### config.mk
export PLATFORM = sky130hd
export DESIGN_NAME = ultrasonic_echo_ranger
export DESIGN_NICKNAME = d
export VERILOG_FILES = /design/src/hdl/uer_pkg.sv /design/src/hdl/ultrasonic_echo_ranger.sv /design/src/hdl/uer_controller.sv /design/src/hdl/uer_datapath.sv
export SDC_FILE = /design/constraint.sdc
export NUM_CORES = 1
export LEC_CHECK = 0
export ABC_CLOCK_PERIOD_IN_PS = 3900
export BUFFER_PORTS_ARGS = -buffer_cell sky130_fd_sc_hd__buf_2
export CORE_MARGIN = 5
export CORE_UTILIZATION = 55
export CTS_CLUSTER_SIZE = 40
export DETAILED_ROUTE_END_ITERATION = 10
export GPL_TIMING_DRIVEN = 0
export PLACE_DENSITY = 0.75
export SLEW_MARGIN = 20
export SYNTH_ARGS = -nofsm -noshare
export SYNTH_HDL_FRONTEND = slang
export SYNTH_SLANG_ARGS = --single-unit
### constraint.sdc
create_clock -name clock -period 3.9 [get_ports clock]
set_clock_uncertainty 0.05 [all_clocks]
set_input_delay 0.78 -clock clock [delete_from_list [all_inputs] [get_ports clock]]
set_output_delay 0.78 -clock clock [all_outputs]
set_load 0.01 [all_outputs]
### src/hdl/uer_pkg.sv
// shared types and constants for the ultrasonic echo ranger
// no dependencies; imported by the controller, the datapath and the top level
package uer_pkg;

   localparam int unsigned INCH_DIVISOR = 148;
   localparam int unsigned MAX_INCHES   = 150;
   localparam int unsigned OUT_OF_RANGE = 255;
   localparam int unsigned TPU_RESET    = 16;
   localparam int unsigned COUNT_WIDTH  = 32;
   localparam int unsigned TPU_WIDTH    = 8;
   localparam int unsigned DIV_WIDTH    = 16;
   localparam int unsigned DIST_WIDTH   = 8;
   localparam int unsigned STEP_WIDTH   = $clog2(COUNT_WIDTH);

   localparam logic OP_RUN_TICK = 1'b0;
   localparam logic OP_CAPTURE  = 1'b1;

   typedef enum logic [1:0] {
      PH_IDLE     = 2'd0,
      PH_TRIG     = 2'd1,
      PH_RELEASED = 2'd2,
      PH_RUNNING  = 2'd3
   } phase_type;

   typedef struct packed {
      logic accept;
      logic div_step;
      logic finish;
      logic load_out;
   } ctrl_cmd_type;

   typedef struct packed {
      logic measure_hit;
      logic div_last;
      logic out_free;
   } ctrl_status_type;

endpackage

### src/hdl/ultrasonic_echo_ranger.sv
// top level of the ultrasonic echo ranger: trigger sequencing and echo timing
// depends on uer_pkg, uer_controller and uer_datapath
//
//   channel   ports                                      direction
//   req       req_valid req_stall req_opcode             in (stall out)
//             req_capture_count
//   rsp       rsp_valid rsp_stall rsp_trigger_level      out (stall in)
//             rsp_timer_enable rsp_distance_value
//   csr       csr_write_enable csr_write_data            in
//
// a run tick or an ignored capture goes from accept through the emit state to its result beat
// the distance-producing capture runs the one-bit-a-step restoring divider, with its
// divisor multiplied at accept, then the distance update and output load
// one item is worked at a time; req_stall is high from accept until its beat
// is loaded into the output register, and a stalled rsp beat holds that load
// reset is synchronous, active high; ticks_per_microsecond returns to 16
module ultrasonic_echo_ranger
   import uer_pkg::*;
(
   input  logic                   clock,
   input  logic                   reset,
   // configuration: ticks per microsecond of the capture timer
   input  logic                   csr_write_enable,
   input  logic [TPU_WIDTH-1:0]   csr_write_data,
   // input item: run tick or echo capture
   input  logic                   req_valid,
   output logic                   req_stall,
   input  logic                   req_opcode,
   input  logic [COUNT_WIDTH-1:0] req_capture_count,
   // result item: pin levels and last distance
   output logic                   rsp_valid,
   input  logic                   rsp_stall,
   output logic                   rsp_trigger_level,
   output logic                   rsp_timer_enable,
   output logic [DIST_WIDTH-1:0]  rsp_distance_value
);

   ctrl_cmd_type    cmd;
   ctrl_status_type status;

   // controller: accept, divide, finish, emit
   uer_controller u_controller (
      .clock     (clock),
      .reset     (reset),
      .req_valid (req_valid),
      .req_stall (req_stall),
      .status    (status),
      .cmd       (cmd)
   );

   // datapath: phase bits, divider, output register
   uer_datapath u_datapath (
      .clock              (clock),
      .reset              (reset),
      .csr_write_enable   (csr_write_enable),
      .csr_write_data     (csr_write_data),
      .req_opcode         (req_opcode),
      .req_capture_count  (req_capture_count),
      .rsp_valid          (rsp_valid),
      .rsp_stall          (rsp_stall),
      .rsp_trigger_level  (rsp_trigger_level),
      .rsp_timer_enable   (rsp_timer_enable),
      .rsp_distance_value (rsp_distance_value),
      .cmd                (cmd),
      .status             (status)
   );

endmodule

### src/hdl/uer_controller.sv
// sequencing state machine for the ultrasonic echo ranger
// depends on uer_pkg; drives commands to uer_datapath
module uer_controller
   import uer_pkg::*;
(
   input  logic            clock,
   input  logic            reset,
   input  logic            req_valid,
   output logic            req_stall,
   input  ctrl_status_type status,
   output ctrl_cmd_type    cmd
);

   typedef enum logic [1:0] {
      ST_IDLE,
      ST_DIVIDE,
      ST_FINISH,
      ST_EMIT
   } state_type;

   state_type state_ff;
   state_type state_in;

   always_comb begin
      state_in     = state_ff;
      cmd          = '0;
      unique case (state_ff)
         ST_IDLE: begin
            cmd.accept = req_valid;
            if (req_valid) begin
               state_in = status.measure_hit ? ST_DIVIDE : ST_EMIT;
            end
         end
         ST_DIVIDE: begin
            cmd.div_step = 1'b1;
            if (status.div_last) begin
               state_in = ST_FINISH;
            end
         end
         ST_FINISH: begin
            cmd.finish = 1'b1;
            state_in   = ST_EMIT;
         end
         ST_EMIT: begin
            cmd.load_out = status.out_free;
            if (status.out_free) begin
               state_in = ST_IDLE;
            end
         end
         default: state_in = ST_IDLE;
      endcase
   end

   always_ff @(posedge clock) begin
      if (reset) begin
         state_ff <= ST_IDLE;
      end else begin
         state_ff <= state_in;
      end
   end

   assign req_stall = (state_ff != ST_IDLE);

endmodule

### src/hdl/uer_datapath.sv
// phase state, serial divider and output register of the ultrasonic echo ranger
// depends on uer_pkg; commanded by uer_controller
module uer_datapath
   import uer_pkg::*;
(
   input  logic                   clock,
   input  logic                   reset,
   input  logic                   csr_write_enable,
   input  logic [TPU_WIDTH-1:0]   csr_write_data,
   input  logic                   req_opcode,
   input  logic [COUNT_WIDTH-1:0] req_capture_count,
   output logic                   rsp_valid,
   input  logic                   rsp_stall,
   output logic                   rsp_trigger_level,
   output logic                   rsp_timer_enable,
   output logic [DIST_WIDTH-1:0]  rsp_distance_value,
   input  ctrl_cmd_type           cmd,
   output ctrl_status_type        status
);

   logic [TPU_WIDTH-1:0]   tpu_ff;
   phase_type              phase_ff;
   logic                   trigger_ff;
   logic                   timer_ff;
   logic                   ignore_ff;
   logic [DIST_WIDTH-1:0]  distance_ff;
   logic [DIV_WIDTH-1:0]   divisor_ff;
   logic [DIV_WIDTH-1:0]   rem_ff;
   logic [COUNT_WIDTH-1:0] quo_ff;
   logic [STEP_WIDTH-1:0]  step_ff;
   logic                   rsp_valid_ff;
   logic                   out_trigger_ff;
   logic                   out_timer_ff;
   logic [DIST_WIDTH-1:0]  out_distance_ff;

   logic [TPU_WIDTH-1:0]   tpu_eff;
   logic [DIV_WIDTH:0]     trial;
   logic                   fits;
   logic [DIV_WIDTH:0]     diff;

   // zero register value behaves as one tick per microsecond
   assign tpu_eff = (tpu_ff == '0) ? TPU_WIDTH'(1) : tpu_ff;

   // one restoring step: shift in next dividend bit, try subtract
   assign trial = {rem_ff, quo_ff[COUNT_WIDTH-1]};
   assign fits  = (trial >= {1'b0, divisor_ff});
   assign diff  = trial - {1'b0, divisor_ff};

   assign status.measure_hit = (req_opcode == OP_CAPTURE) && (phase_ff == PH_RUNNING);
   assign status.div_last    = (step_ff == STEP_WIDTH'(COUNT_WIDTH - 1));
   assign status.out_free    = !rsp_valid_ff || !rsp_stall;

   always_ff @(posedge clock) begin
      if (reset) begin
         tpu_ff      <= TPU_WIDTH'(TPU_RESET);
         phase_ff    <= PH_IDLE;
         trigger_ff  <= 1'b0;
         timer_ff    <= 1'b0;
         ignore_ff   <= 1'b0;
         distance_ff <= '0;
      end else begin
         if (csr_write_enable) begin
            tpu_ff <= csr_write_data;
         end
         if (cmd.accept) begin
            if (req_opcode == OP_RUN_TICK) begin
               if (phase_ff == PH_IDLE) begin
                  trigger_ff <= 1'b1;
                  phase_ff   <= PH_TRIG;
               end else if (phase_ff == PH_TRIG) begin
                  trigger_ff <= 1'b0;
                  phase_ff   <= PH_RELEASED;
               end
            end else begin
               if (phase_ff == PH_RELEASED) begin
                  timer_ff <= 1'b1;
                  phase_ff <= PH_RUNNING;
               end else if (phase_ff == PH_RUNNING) begin
                  timer_ff <= 1'b0;
                  phase_ff <= PH_IDLE;
               end
            end
         end
         if (cmd.finish) begin
            if (quo_ff > COUNT_WIDTH'(MAX_INCHES)) begin
               distance_ff <= DIST_WIDTH'(OUT_OF_RANGE);
               ignore_ff   <= 1'b1;
            end else if (ignore_ff) begin
               distance_ff <= DIST_WIDTH'(OUT_OF_RANGE);
               ignore_ff   <= 1'b0;
            end else begin
               distance_ff <= quo_ff[DIST_WIDTH-1:0];
            end
         end
      end
   end

   // divider registers, no reset needed
   always_ff @(posedge clock) begin
      if (cmd.accept && status.measure_hit) begin
         divisor_ff <= DIV_WIDTH'(tpu_eff) * DIV_WIDTH'(INCH_DIVISOR);
         rem_ff     <= '0;
         quo_ff     <= req_capture_count;
         step_ff    <= '0;
      end else if (cmd.div_step) begin
         rem_ff  <= fits ? diff[DIV_WIDTH-1:0] : trial[DIV_WIDTH-1:0];
         quo_ff  <= {quo_ff[COUNT_WIDTH-2:0], fits};
         step_ff <= step_ff + STEP_WIDTH'(1);
      end
   end

   always_ff @(posedge clock) begin
      if (reset) begin
         rsp_valid_ff <= 1'b0;
      end else if (cmd.load_out) begin
         rsp_valid_ff <= 1'b1;
      end else if (!rsp_stall) begin
         rsp_valid_ff <= 1'b0;
      end
   end

   always_ff @(posedge clock) begin
      if (cmd.load_out) begin
         out_trigger_ff  <= trigger_ff;
         out_timer_ff    <= timer_ff;
         out_distance_ff <= distance_ff;
      end
   end

   assign rsp_valid          = rsp_valid_ff;
   assign rsp_trigger_level  = out_trigger_ff;
   assign rsp_timer_enable   = out_timer_ff;
   assign rsp_distance_value = out_distance_ff;

`ifndef SYNTHESIS
   a_trig_phase: assert property (@(posedge clock) disable iff (reset)
      trigger_ff == (phase_ff == PH_TRIG))
      else $error("trigger level out of step with phase");

   a_timer_phase: assert property (@(posedge clock) disable iff (reset)
      timer_ff == (phase_ff == PH_RUNNING))
      else $error("timer enable out of step with phase");

   a_rem_bound: assert property (@(posedge clock) disable iff (reset)
      cmd.div_step |-> (rem_ff < divisor_ff))
      else $error("divider remainder not below divisor");

   a_load_free: assert property (@(posedge clock) disable iff (reset)
      cmd.load_out |-> (!rsp_valid_ff || !rsp_stall))
      else $error("output register overwritten while beat pending");
`endif

endmodule

==> impl_results.md <==
* Top FF cell, synth: edfxtp_1
* Synthesized Nets at 655
* CTS tree: yes
* Placed cells at 754
* Max Cap Viol at 0
* Post-Syn Area at 0.00542 mm^2
* Clock-pin slew on the worst setup and hold paths at about 120 ps
* Crit path kind: register to register
* CP required at 3970 ps
* Slowest CP cell: fa_1
* Worst skew pair latency at roughly 400 ps
* Clock Path Buffers at 2
* Crit path launch type: register
* RSZ-0062 raised after global routing: no
* Worst path max stage delay at between 400 and 500 ps
* Synthesized flop and latch total at slightly above 100
* Period utilisation layout at 94.4%
* Vias per std cell at 5.44
* Setup violators final at 0
* Hold_buf cts at 0
* CTS H-tree lvls at 3
* Fraction of registers with async set/reset at 0%
* Placer Congestion at 0.843
* Power per cell area at 631 mW/mm^2
* Cell taking the most area after synthesis: edfxtp_1
* Layout Nets at 722
* Final Max Slew Viols at 0
* Non-Filler Instances at 770
* Synth-to-Final Area Change at 12.1%
* Min cycle time layout at around 3700 ps
* Sequential share of the synthesized area at 47.7%
* Io pins at 58
* Crit path DAT at 3760 ps
* Distinct cell type count of the synthesized netlist at 53
* Max_slew headroom at 44.6%
* Routed len/inst at 14.5 um
* Layout cells sized above 1 at 13.3%
* EDFF count, synth at 56
* Remaining DRCs at 0
* Synth area leaders: edfxtp_1, dfxtp_1, ha_1
* Die area at 0.0119 mm^2
* Chip width at ~110 um
* Buf/Inv on CP at 1
* Number of setup buffers added after CTS at 0
* Synthesized area per cell at about 9.6 um^2
* Initial Util at 55.9%
* Total GRT Usage at 19.5%
* Lkg Pwr at 2.68 nW
* Pre-antenna DRT Iters at 5
* Area share of the largest cell type after synthesis at 31.0%
* Root buffer cell: clkbuf_8
* Critical-path cell list: clkbuf_1 -> nor4_1 -> a21o_1 -> ha_1 -> fa_1 -> ha_1 -> nor2b_1 -> o21ai_0 -> nand2b_1 -> a211oi_1 -> o21bai_1 -> maj3_1 -> xor2_1
* # clock sinks at 101
* Peak VDD IR at 0.298 mV
* Crit-path most repeated cell: ha_1
* Vias in the first global route at 4,025
* Synth warn at 0
* Min-Delay Path Class: register to register
* CP endpoint kind: register
* Port Buffer Count at 56
* DRT iter0 DRCs at 246
* Status: completed
* Die H at 109 um
* Final hold vios at 0
* Gate Count Post-Synth at 565
* Total CTS buffers at 9
* Final WL at 11,100 um
* Worst Tran Pin Value at between 800 and 900 ps
* Core ar. at 0.00968 mm^2
* Inserted Diodes at 0
* Antenna violations before repair at 0
* Row cnt at 36
* CP delay by family, top: adder cells
* Largest net degree at the start of global routing at 34
* Via count at 4,185
* Global-route wire length before repair at ~18,000 um
* Post-CTS resize count at 0
* F_max at 272 MHz
* Post-DP HPWL at roughly 8400 um
* Crit path max fanout at 8
* Antenna viol nets, final at 0
* Grt ovf at 0
* Setup TNS Final at 0 ps
==> cell usage in the layout (no fill, tap or decap), drive strengths merged, types with 21 or more instances in the layout <==
cell | Yosys | final
edfxtp | 56 | 56
clkbuf | 24 | 33
nor2 | 51 | 51
mux2i | 21 | 21
a21oi | 24 | 24
buf | 5 | 61
inv | 29 | 32
ha | 39 | 39
dfxtp | 45 | 45
nand2 | 107 | 107
==> Yosys cell counts (all sizes together) (2+ instances only) <==
master / n
nand2: 107
mux2i: 21
a21boi: 2
xor2: 10
nor3: 16
nand4: 6
nor3b: 2
inv: 29
nor2: 51
and4: 2
dfxtp: 45
nor4: 8
fa: 5
a21oi: 24
and2: 5
edfxtp: 56
and3: 4
o21ai: 17
o31ai: 2
clkbuf: 24
or4: 4
o21a: 3
a31o: 2
or2: 2
nand2b: 4
ha: 39
nor2b: 5
a21o: 8
buf: 5
xnor2: 16
o211ai: 6
a31oi: 2
a211oi: 6
nand3: 12
a311oi: 2
==> report_power, final <==
group	switching, W	leakage, nW	total [W]	internal [W]
Combinational	0.000823	1.69	0.00145	0.000625
Sequential	0.000206	0.895	0.00171	0.00150
Clock	0.000424	0.0994	0.000680	0.000255
Total	0.00145	2.68	0.00383	0.00238
==> metal layers <==
metal / part of all wire, % / global-route usage [%]
met5: 0 / 0
met1: 45 / 26.0
met4: 2.2 / 8.37
met2: 48 / 31.8
met3: 5.0 / 2.61
==> flip-flops by register name, indices dropped and copies added, names as in the netlist, named ones only <==
signal and count:
u_datapath.quo_ff 32, u_datapath.rem_ff 16, u_datapath.divisor_ff 14, u_datapath.distance_ff 8, u_datapath.rsp_distance_value 8, u_datapath.tpu_ff 8, u_datapath.step_ff 5, u_controller.state_ff 2
u_datapath.ignore_ff 1, u_datapath.phase_ff 1, u_datapath.rsp_timer_enable 1, u_datapath.rsp_trigger_level 1, u_datapath.rsp_valid 1, u_datapath.timer_ff 1, u_datapath.trigger_ff 1
==> metrics by stage <==
stage | total power, W | instance area [um^2] | hold WS, ps | worst slack [ps] | utilization [%]
2_1_floorplan | 0.00279 | 5420 | 359 | 595 | -
3_3_place_gp | 0.00308 | 5860 | 366 | 287 | 60.5
3_5_place_dp | 0.00315 | 5870 | 367 | 254 | 60.6
4_1_cts | 0.00382 | 6070 | 395 | 220 | 62.7
5_1_grt | 0.00411 | 6070 | 412 | 23.1 | 62.7
6_report | 0.00383 | 6070 | 388 | 219 | 62.7
==> final cells by class <==
type	count	area, um^2
clock buffers	9	124
inverters	30	113
multi-input cells	405	2610
well taps	133	166
clock inverters	7	80.1
repair buffers	56	280
fillers	795	3610
flip-flops and latches	101	2580
plain buffers	29	120
==> final timing paths <==
path                             start                                to  slack, ps  depth (start not counted)
max reg2reg       u_datapath.tpu_ff[4]         u_datapath.divisor_ff[14]        220                         13
max               u_datapath.tpu_ff[4]         u_datapath.divisor_ff[14]        220                         13
min reg2reg  u_datapath.distance_ff[4]  u_datapath.rsp_distance_value[4]        390                          0
min          u_datapath.distance_ff[4]  u_datapath.rsp_distance_value[4]        390                          0
==> logic make-up after synthesis <==
logic type      synth area share, %
simple gates                   19.1
flops                          47.7
compound gates                 9.86
buf+inv                        4.27
fa+ha+maj                      11.0
xor+xnor                       4.20
mux                            3.88
(Power assumes the default switching activity.)
